--- src/rtl/core/unicycle_pose_integrator_assert.svh ---
// Assertion macros shared by the pose integrator RTL.
// Each macro expects clk and rst_n in the scope where it is used.
`ifndef UNICYCLE_POSE_INTEGRATOR_ASSERT_SVH
`define UNICYCLE_POSE_INTEGRATOR_ASSERT_SVH

// Same-cycle implication, disabled while reset is asserted.
`define UPI_ASSERT_NOW(label, ante, cons) \
  label: assert property (@(posedge clk) disable iff (!rst_n) (ante) |-> (cons)) \
    else $error("upi assertion failed");

// Next-cycle implication, disabled while reset is asserted.
`define UPI_ASSERT_NEXT(label, ante, cons) \
  label: assert property (@(posedge clk) disable iff (!rst_n) (ante) |=> (cons)) \
    else $error("upi assertion failed");

`endif

--- src/rtl/core/upi_pkg.sv ---
// Package of the unicycle pose integrator: payload types, widths and constants.
// Used by the CORDIC unit and the top level; no dependencies.
package upi_pkg;

  localparam int CORDIC_STAGES = 14;
  localparam int TRIG_W        = 18;
  localparam int ANGLE_W       = 16;
  localparam int Z_W           = 17;
  localparam int STAGE_W       = 4;

  localparam logic signed [TRIG_W-1:0] CORDIC_GAIN_START = 18'sd39797;

  localparam logic REG_STEP_TIME   = 1'b0;
  localparam logic REG_BODY_RADIUS = 1'b1;

  localparam logic [15:0] STEP_TIME_RESET   = 16'd655;
  localparam logic [19:0] BODY_RADIUS_RESET = 20'd3277;

  typedef struct packed {
    logic signed [15:0] speed;
    logic signed [15:0] turn_rate;
  } in_item_t;

  typedef struct packed {
    logic signed [31:0] pos_x;
    logic signed [31:0] pos_y;
    logic        [15:0] heading;
    logic signed [31:0] front_x;
    logic signed [31:0] front_y;
  } out_item_t;

  typedef struct packed {
    logic signed [TRIG_W-1:0] s;
    logic signed [TRIG_W-1:0] c;
  } sincos_t;

  function automatic logic signed [Z_W-1:0] atan_at(input logic [STAGE_W-1:0] idx);
    logic signed [Z_W-1:0] v;
    unique case (idx)
      4'd0:    v = 17'sd8192;
      4'd1:    v = 17'sd4836;
      4'd2:    v = 17'sd2555;
      4'd3:    v = 17'sd1297;
      4'd4:    v = 17'sd651;
      4'd5:    v = 17'sd326;
      4'd6:    v = 17'sd163;
      4'd7:    v = 17'sd81;
      4'd8:    v = 17'sd41;
      4'd9:    v = 17'sd20;
      4'd10:   v = 17'sd10;
      4'd11:   v = 17'sd5;
      4'd12:   v = 17'sd3;
      4'd13:   v = 17'sd1;
      default: v = 17'sd0;
    endcase
    return v;
  endfunction

  function automatic logic signed [31:0] sat32(input logic signed [33:0] v);
    logic signed [31:0] r;
    if ((v[33:31] == 3'b000) || (v[33:31] == 3'b111)) begin
      r = v[31:0];
    end else if (v[33]) begin
      r = 32'sh8000_0000;
    end else begin
      r = 32'sh7fff_ffff;
    end
    return r;
  endfunction

endpackage

--- src/rtl/core/upi_cordic.sv ---
// Two-lane iterative rotation-mode CORDIC, one stage per cycle for both lanes.
// Depends on upi_pkg for the arctangent table, widths and result type.
`include "unicycle_pose_integrator_assert.svh"

module upi_cordic (
  input  logic                clk,
  input  logic                rst_n,
  input  logic                start,
  input  logic [15:0]         angle_a,
  input  logic [15:0]         angle_b,
  output logic                done,
  output upi_pkg::sincos_t    res_a,
  output upi_pkg::sincos_t    res_b
);

  localparam logic [upi_pkg::STAGE_W-1:0] LAST_STAGE =
    upi_pkg::STAGE_W'(upi_pkg::CORDIC_STAGES - 1);

  logic                               busy_r;
  logic                               done_r;
  logic [upi_pkg::STAGE_W-1:0]        stage_r;
  logic signed [upi_pkg::TRIG_W-1:0]  x_r    [2];
  logic signed [upi_pkg::TRIG_W-1:0]  y_r    [2];
  logic signed [upi_pkg::Z_W-1:0]     z_r    [2];
  logic                               flip_r [2];

  logic [15:0]                        ang    [2];
  logic                               flip_in[2];
  logic signed [upi_pkg::Z_W-1:0]     z_in   [2];
  logic signed [upi_pkg::TRIG_W-1:0]  x_nxt  [2];
  logic signed [upi_pkg::TRIG_W-1:0]  y_nxt  [2];
  logic signed [upi_pkg::Z_W-1:0]     z_nxt  [2];
  logic signed [upi_pkg::TRIG_W-1:0]  sx     [2];
  logic signed [upi_pkg::TRIG_W-1:0]  sy     [2];
  logic signed [upi_pkg::Z_W-1:0]     atan_v;

  assign ang[0] = angle_a;
  assign ang[1] = angle_b;
  assign atan_v = upi_pkg::atan_at(stage_r);

  always_comb begin
    for (int l = 0; l < 2; l++) begin
      logic [15:0] a;
      flip_in[l] = (ang[l][15:14] == 2'd1) || (ang[l][15:14] == 2'd2);
      a = flip_in[l] ? (ang[l] + 16'h8000) : ang[l];
      z_in[l] = {a[15], a};
      sx[l] = y_r[l] >>> stage_r;
      sy[l] = x_r[l] >>> stage_r;
      if (!z_r[l][upi_pkg::Z_W-1]) begin
        x_nxt[l] = x_r[l] - sx[l];
        y_nxt[l] = y_r[l] + sy[l];
        z_nxt[l] = z_r[l] - atan_v;
      end else begin
        x_nxt[l] = x_r[l] + sx[l];
        y_nxt[l] = y_r[l] - sy[l];
        z_nxt[l] = z_r[l] + atan_v;
      end
    end
  end

  always_ff @(posedge clk) begin
    if (!rst_n) begin
      busy_r  <= 1'b0;
      done_r  <= 1'b0;
      stage_r <= '0;
    end else begin
      done_r <= 1'b0;
      if (start && !busy_r) begin
        busy_r  <= 1'b1;
        stage_r <= '0;
      end else if (busy_r) begin
        stage_r <= stage_r + 1'b1;
        if (stage_r == LAST_STAGE) begin
          busy_r <= 1'b0;
          done_r <= 1'b1;
        end
      end
    end
  end

  always_ff @(posedge clk) begin
    for (int l = 0; l < 2; l++) begin
      if (start && !busy_r) begin
        x_r[l]    <= upi_pkg::CORDIC_GAIN_START;
        y_r[l]    <= '0;
        z_r[l]    <= z_in[l];
        flip_r[l] <= flip_in[l];
      end else if (busy_r) begin
        x_r[l] <= x_nxt[l];
        y_r[l] <= y_nxt[l];
        z_r[l] <= z_nxt[l];
      end
    end
  end

  assign done    = done_r;
  assign res_a.s = flip_r[0] ? -y_r[0] : y_r[0];
  assign res_a.c = flip_r[0] ? -x_r[0] : x_r[0];
  assign res_b.s = flip_r[1] ? -y_r[1] : y_r[1];
  assign res_b.c = flip_r[1] ? -x_r[1] : x_r[1];

  `UPI_ASSERT_NOW(a_stage_bound, busy_r, stage_r <= LAST_STAGE)
  `UPI_ASSERT_NEXT(a_last_stage_done, busy_r && (stage_r == LAST_STAGE), done_r && !busy_r)
  `UPI_ASSERT_NEXT(a_start_loads, start && !busy_r, busy_r && (stage_r == '0))

endmodule

--- config.mk ---
export PLATFORM = sky130hd
export DESIGN_NAME = upi_cordic
export DESIGN_NICKNAME = d
export VERILOG_FILES = /design/src/rtl/core/upi_pkg.sv /design/src/rtl/core/upi_cordic.sv
export VERILOG_INCLUDE_DIRS = /design/src /design/src/rtl/core
export SDC_FILE = /design/constraint.sdc
export NUM_CORES = 1
export LEC_CHECK = 0
export BUFFER_PORTS_ARGS = -buffer_cell sky130_fd_sc_hd__buf_2
export CAP_MARGIN = 5
export CORE_MARGIN = 2
export CORE_UTILIZATION = 40
export DETAILED_ROUTE_END_ITERATION = 16
export PLACE_DENSITY = 0.63
export SKIP_CTS_REPAIR_TIMING = 1
export SLEW_MARGIN = 20
export SYNTH_ARGS = -nofsm -noshare
export SYNTH_HDL_FRONTEND = slang
export SYNTH_SLANG_ARGS = --single-unit
export TNS_END_PERCENT = 30
--- constraint.sdc ---
create_clock -name clk -period 11.8 [get_ports clk]
set_clock_uncertainty 0.05 [all_clocks]
set_input_delay 2.36 -clock clk [delete_from_list [all_inputs] [get_ports clk]]
set_output_delay 2.36 -clock clk [all_outputs]
set_load 0.1 [all_outputs]
==> out/qor.txt, run 1 <==
status: completed
Antenna Violating Nets Remaining: 0
Total Routing Usage GR: 21.27%
HP Class: flop to flop
Worst Setup Start Kind: flop
via count: 14,380
fillers: 3,930
final setup TNS: 0 ps
TritonCTS Buffers: 17
Hold Path Stages: 2
crit path max-delay cell type: dfxtp_4
die area: 42,370 µm²
worst path required time: 11,920 ps
share of cells above drive strength 1: 15.06%
clk root buf: clkbuf_16
Synth warnings: 0
Slew HR: 35.78%
drt drc: 0
drt wl/cell: 18.51 µm
clock sink count: 128
vias in the first global route: 13,460
Hold Violations, Final: 0
commonest non-fill, non-tap cell in the layout: nor2_1
crit path capture type: flop
fin area: 17,690 µm²
crit path max fanout: 54
syn_area_per_cell: 8.828 µm²
worst-margin pin slew: 963.4 ps
Detailed Routing Iterations Pass 1: 8
reg2reg setup slack: 6030 ps
register bit total from synthesis: 128
period utilization: 48.92%
DP HPWL: 32.59 mm
Reg clk slew, reported paths: 70 ps
synthesis-to-layout area growth: 8.530%
initial core utilization: 40.74%
num rows: 73
total wire length: 44.86 mm
largest net degree at the start of global routing: 77
first-pass GRT wire length: 71.66 mm
Worst-Skew Late Latency: 450 ps
Layout Utilization: 44.21%
Die W: 205.8 µm
# Max-Cap Violations: 0
Hold WS: 614.3 ps
Main synth FF type: edfxtp_1
Synth Instances: 1,846
Worst Hold End: z_r[0][0]$_DFFE_PP_
post-synth cell types: 87
Worst EP arrival: 5890 ps
Syn Nets: 2,003
final setup fails: 0
unrepaired setup endpoints after global routing: false
initial antenna violation count: 0
worst path buffer plus inverter count: 1
H-tree depth reported by CTS: 4
Reg area: 3654 µm²
Post-synth EDFFs: 108
number of DRC markers in iteration 0: 1,091
total congestion overflow: 0
crit-path max cell delay: 680 ps
minimum clock period: 5772 ps
GP Congestion: 0.9094
Antenna Diode Count: 0
clock buffer depth: 2
DIE HEIGHT: 205.8 µm
post-synthesis cell area: 16,300 µm²
area used by multi-input combinational logic: 11,920 µm²
FF-to-FF End: x_r[0][17]$_SDFFCE_PN0P_
PortBufs: 107
most frequent cells in the layout: 184 x nor2_1, 144 x nand2_1, 122 x xnor2_1
hold wc startpoint: z_r[0][0]$_DFFE_PP_
worst path cell trace: buf_4, mux4_2, mux4_2, nor4_2, a31oi_1, xnor2_1, ha_1, and3_1, a221oi_1, nand3_1, a221oi_1, nor4b_1, o31ai_1, nor3_1, nor3b_1
worst r2r src: stage_r[1]$_SDFFE_PP0P_
Reg2Reg Depth: 15
TritonCTS clock tree: built
register area share after synthesis: 22.36%
Slew Limit Fails: 0
FFs w/ async S/R, synth: 0%
post-DR vias/cell: 5.934
Core Area: 40,010 µm²
Final #Nets: 2,043
Post-DP Area: 17,060 µm²
critical path type: flop to flop
max frequency: 0.1733 GHz
delay-heaviest family, CP: simple AND/OR/NAND/NOR gates
I/O pin total: 108
==> routing by layer <==
metal / vias up / global-route usage, % / share of wire [%]
met2: 510 / 34.96 / 47
met3: 70 / 3.421 / 6.2
li1: 6943 / - / -
met1: 6861 / 28.92 / 45
met5: - / 0 / 0
met4: 0 / 5.816 / 2.0
==> how the worst max path moves through the flow <==
| stage | slack [ps] | end | cells after the start | from |
|---|---|---|---|---|
| final | 6030 | x_r[0][17]$_SDFFCE_PN0P_ | 15 | stage_r[1]$_SDFFE_PP0P_ |
| after global routing | 5560 | x_r[0][17]$_SDFFCE_PN0P_ | 15 | stage_r[1]$_SDFFE_PP0P_ |
| after CTS | 6000 | x_r[1][15]$_SDFFCE_PN1P_ | 18 | stage_r[0]$_SDFFE_PP0P_ |
| after detailed placement | 6030 | x_r[1][15]$_SDFFCE_PN1P_ | 18 | stage_r[0]$_SDFFE_PP0P_ |
| after global placement | 6160 | x_r[1][15]$_SDFFCE_PN1P_ | 18 | stage_r[0]$_SDFFE_PP0P_ |
| after floorplan | 6270 | res_a[14] | 8 | x_r[0][1]$_SDFFCE_PN0P_ |
==> Yosys cell counts (16+ instances only) <==
cell	n	area, µm²
nor2b_1	19	118.9
inv_1	48	180.2
o21ai_0	104	520.5
mux4_2	45	1013
and2_1	30	187.7
o21a_1	20	150.1
ha_1	116	1451
nand3_1	19	95.09
xnor2_1	122	1069
or3_1	25	156.4
mux2i_1	60	600.6
a21oi_1	104	520.5
o31ai_1	39	292.8
a211oi_1	16	120.1
edfxtp_1	108	3243
nor3_1	47	235.2
mux2_2	53	596.8
nand2_1	144	540.5
a31oi_1	25	156.4
xor2_1	98	858.3
nand2b_1	34	212.7
clkbuf_1	52	195.2
nor2_1	185	694.4
dfxtp_1	20	400.4
a21o_1	36	270.3
==> flip-flops by register name (all words and copies together) (netlist names) <==
signal	count
atan_v	14
done	1
stage_r	4
busy_r	1
flip_r	2
z_r	34
y_r	36
x_r	36
==> cell families (layout without fill, tap and decap cells) <==
kind of cell / Yosys count / after routing / synth area share [%]
AOI/OAI and AO/OA: 469 / 469 / 18.84
xor gates and xnor gates: 221 / 221 / 11.96
adders and majority gates: 122 / 122 / 9.643
buffers and inverters: 154 / 207 / 4.545
DFF: 128 / 128 / 22.36
muxes: 169 / 169 / 15.34
and+or+nand+nor: 583 / 583 / 17.31
==> worst reg2reg max path: stages, from the launching register on <==
cell and delay, ps:
dfxtp_4 680, buf_4 660, mux4_2 650, mux4_2 530, nor4_2 300, a31oi_1 220, xnor2_1 170, ha_1 370
and3_1 180, a221oi_1 370, nand3_1 160, a221oi_1 300, nor4b_1 460, o31ai_1 180, nor3_1 150, nor3b_1 70
==> metrics by stage <==
stage                     std cells  setup slack, ps
final                          2424             6028
after global routing           2424             5557
after CTS                      2422             5999
after detailed placement       2390             6035
after global placement         2390             6161
after floorplan                1846             6273
==> layout make-up <==
| cell class | count | area share [%] |
|---|---|---|
| sequential | 128 | 20.66 |
| timing repair buffer | 123 | 3.820 |
| clock buffer | 23 | 2.950 |
| tap | 525 | 3.714 |
| inverter | 52 | 1.104 |
| clock inverter | 9 | 0.3749 |
| multi-input combinational | 1564 | 67.38 |
Power of run 1 is left out: the tool's default activity adds up to more than one toggle a clock period on the data nets, which glitch-free logic cannot reach.
==> inputs of run 2 (changes only) <==
Settings changed: ABC_AREA set to 1, PLACE_DENSITY 0.63 to 0.65.
Clock period 11.8 ns to 4.9 ns, I/O delays scaled along.
==> out/qor.txt, run 2 <==
status: completed
syn_area_per_cell: 6.482 µm² (-27%)
post-route insts no fill: 3,023 (+25%)
P_leak: 8.340 nW
Detailed Routing Iterations Pass 1: 6 (-2)
crit path max-delay cell type: buf_4
H-tree depth reported by CTS: 4 (unchanged)
Post-synth EDFFs: 108 (unchanged)
GP Congestion: 0.9570 (+5.2%)
fillers: 4,063 (+3.4%)
commonest non-fill, non-tap cell in the layout: nand2_1
post-synth cell types: 48 (-45%)
worst path required time: 5060 ps (-6860 ps)
Syn Nets: 2,601 (+30%)
minimum clock period: 4390 ps (-1382 ps)
unrepaired setup endpoints after global routing: false
number of DRC markers in iteration 0: 1,162 (+6.5%)
PD cells: 605.7 nW/µm²
register area share after synthesis: 23.00% (+0.64 points)
crit-path max cell delay: 580 ps (-100 ps)
drt wl/cell: 16.10 µm (-13%)
FFs w/ async S/R, synth: 0% (unchanged)
total power: 10.47 mW
TritonCTS Buffers: 17 (unchanged)
largest net degree at the start of global routing: 72 (-6.5%)
mux share of post-synthesis cell area: 0% (-15 points)
Total Routing Usage GR: 23.71% (+2.4 points)
DIE HEIGHT: 203.0 µm (-1.4%)
Reg area: 3649 µm² (-0.14%)
crit path max fanout: 66 (+22%)
Synth warnings: 0 (unchanged)
die area: 41,210 µm² (-2.7%)
post-synthesis xor/xnor area fraction: 8.404% (-3.6 points)
worst-margin pin slew: 983.8 ps (+20.47 ps)
crit path capture type: flop
reg2reg setup slack: 510 ps (-5520 ps)
Layout Utilization: 44.54% (+0.33 points)
PortBufs: 107 (unchanged)
TritonCTS clock tree: built
Slew Limit Fails: 0 (unchanged)
Worst-Skew Late Latency: 450 ps (about the same)
final setup TNS: 0 ps (unchanged)
Worst EP arrival: 4550 ps (-1340 ps)
critical path type: flop to flop
clk root buf: clkbuf_16
cell types occupying the most area after synthesis: edfxtp_1 20%, nand2_1 16%, nand3_1 12%, ha_1 9.2%, a21oi_1 5.1%
Max VDD drop: 0.3348 mV
synthesis-to-layout area growth: 9.162%
Reg clk slew, reported paths: 70 ps (about the same)
Antenna Diode Count: 0 (unchanged)
Synth top cells by count: 695 x nand2_1, 386 x nand3_1, 171 x inv_1, 166 x nor2_1, 162 x a21oi_1
post-DR vias/cell: 5.510 (-7.1%)
Worst Setup Start Kind: flop
final worst setup slack: 510.1 ps (-5518 ps)
DP HPWL: 36.71 mm (+13%)
initial antenna violation count: 0 (unchanged)
most frequent cells in the layout: 694 x nand2_1, 386 x nand3_1, 170 x inv_1
initial core utilization: 40.80% (+0.064 points)
vias in the first global route: 15,720 (+17%)
clock buffer depth: 2 (unchanged)
largest registers: x_r (36), y_r (36), z_r (34)
clock sink count: 128 (unchanged)
final setup fails: 0 (unchanged)
drt drc: 0 (unchanged)
Hold Violations, Final: 0 (unchanged)
Antenna Violating Nets Remaining: 0 (unchanged)
share of cells above drive strength 1: 9.261% (-5.8 points)
Main synth FF type: edfxtp_1
first-pass GRT wire length: 79.43 mm (+11%)
worst r2r src: stage_r[1]$_SDFFE_PP0P_
delay-heaviest family, CP: simple AND/OR/NAND/NOR gates
HP Class: flop to flop
simple-gate share of the synthesized area: 36.41% (+19 points)
Synth Instances: 2,444 (+32%)
total wire length: 48.66 mm (+8.5%)
Place WS: 587.6 ps (-5447 ps)
Slew HR: 34.41% (-1.4 points)
post-synthesis cell area: 15,840 µm² (-2.8%)
Compound-Gate Fraction of Synth Area: 14.79% (-4.1 points)
max frequency: 0.2278 GHz (+31%)
crit path from: stage_r[1]$_SDFFE_PP0P_
main combinational cell family by area after synthesis: simple AND/OR/NAND/NOR gates
I/O pin total: 108 (unchanged)
register bit total from synthesis: 128 (unchanged)
FF-to-FF End: x_r[0][13]$_SDFFCE_PN0P_
# Max-Cap Violations: 0 (unchanged)
worst path cell trace: buf_4, nand3_1, nand3_1, nand3_1, nand2_1, ha_1, nand3_1, o21ai_2, o21ai_0, xor2_1, ha_1, nand2_1, nor4_1, a21oi_1, or2_2, a31oi_1, nand2_1, nand2_1, nor2_1
Core Area: 38,830 µm² (-2.9%)
num rows: 72 (-1.4%)
stages on the worst setup path: 19 (+4)
area leader, netlist: edfxtp_1
period utilization: 89.59% (+41 points)
area used by multi-input combinational logic: 11,020 µm² (-7.5%)
Final #Nets: 2,649 (+30%)
Die W: 203.0 µm (-1.4%)
total congestion overflow: 0 (unchanged)
Yosys top cell area share: 20.47% (+0.57 points)
placed insts: 2,991 (+25%)
worst path buffer plus inverter count: 1 (unchanged)
Reg2Reg Depth: 19 (+4)
area share of fa/ha/maj cells after synthesis: 9.920% (+0.28 points)
capture point of the critical path: x_r[0][13]$_SDFFCE_PN0P_
via count: 16,660 (+16%)
most frequent cell after synthesis: nand2_1
[run 2: changes by cell type after synthesis, sizes merged, moves of 34 or more]
cell / delta
a21oi: +59
inv: +126
mux2: -53
mux2i: -60
mux4: -56
nand2: +564
nand2b: -34
nand3: +374
o21ai: +79
xnor2: -52
[run 2: how the worst min path moves through the flow]
stage | start | end | depth (start not counted)
after floorplan | z_r[0][0]$_DFFE_PP_ | z_r[0][0]$_DFFE_PP_ | 3
after global placement | z_r[1][0]$_DFFE_PP_ | z_r[1][0]$_DFFE_PP_ | 3
after detailed placement | z_r[1][0]$_DFFE_PP_ | z_r[1][0]$_DFFE_PP_ | 3
after CTS | z_r[1][0]$_DFFE_PP_ | z_r[1][0]$_DFFE_PP_ | 3
after global routing | z_r[0][0]$_DFFE_PP_ | z_r[0][0]$_DFFE_PP_ | 3
final | z_r[1][0]$_DFFE_PP_ | z_r[1][0]$_DFFE_PP_ | 3
[run 2: cell type report]
| cell class | count | area share (%) |
|---|---|---|
| Inverter | 179 | 3.900 |
| Multi-Input combinational cell | 2037 | 63.73 |
| Sequential cell | 128 | 21.10 |
| Clock buffer | 17 | 2.460 |
| Tap cell | 518 | 3.748 |
| Clock inverter | 15 | 0.9189 |
| Timing Repair Buffer | 129 | 4.146 |
[run 2: kinds of logic after synthesis]
logic type,count (synthesis)
buffers and inverters,279
xor gates and xnor gates,152
AOI/OAI and AO/OA,419
DFF,128
adders and majority gates,122
and+or+nand+nor,1344
[run 2: tightest hold or removal path: stages (launching register included)]
cell	delay, ps
edfxtp_1	330
ha_1	110
nand2_1	50
nand2_1	50
[run 2: layer usage]
metal  track usage [%]  part of all wire (%)
met1             31.77                    46
met5                 0                     0
met4             7.247                   2.2
met2             39.35                    46
met3             3.515                   5.9
[run 2: metrics by stage]
step / hold WS, ps / cell area, µm²
6_report: 596.6 / 17290
4_1_cts: 595.3 / 17290
3_5_place_dp: 575.7 / 16700
5_1_grt: 625.4 / 17290
3_3_place_gp: 573.9 / 16700
2_1_floorplan: 555.5 / 15840
[run 2: where the power goes]
group	switching [mW]	internal (mW)
Clock	0.626	0.682
Combinational	5.09	2.08
Sequential	0.489	1.51
No activity file was read; power rests on OpenSTA's default activity.
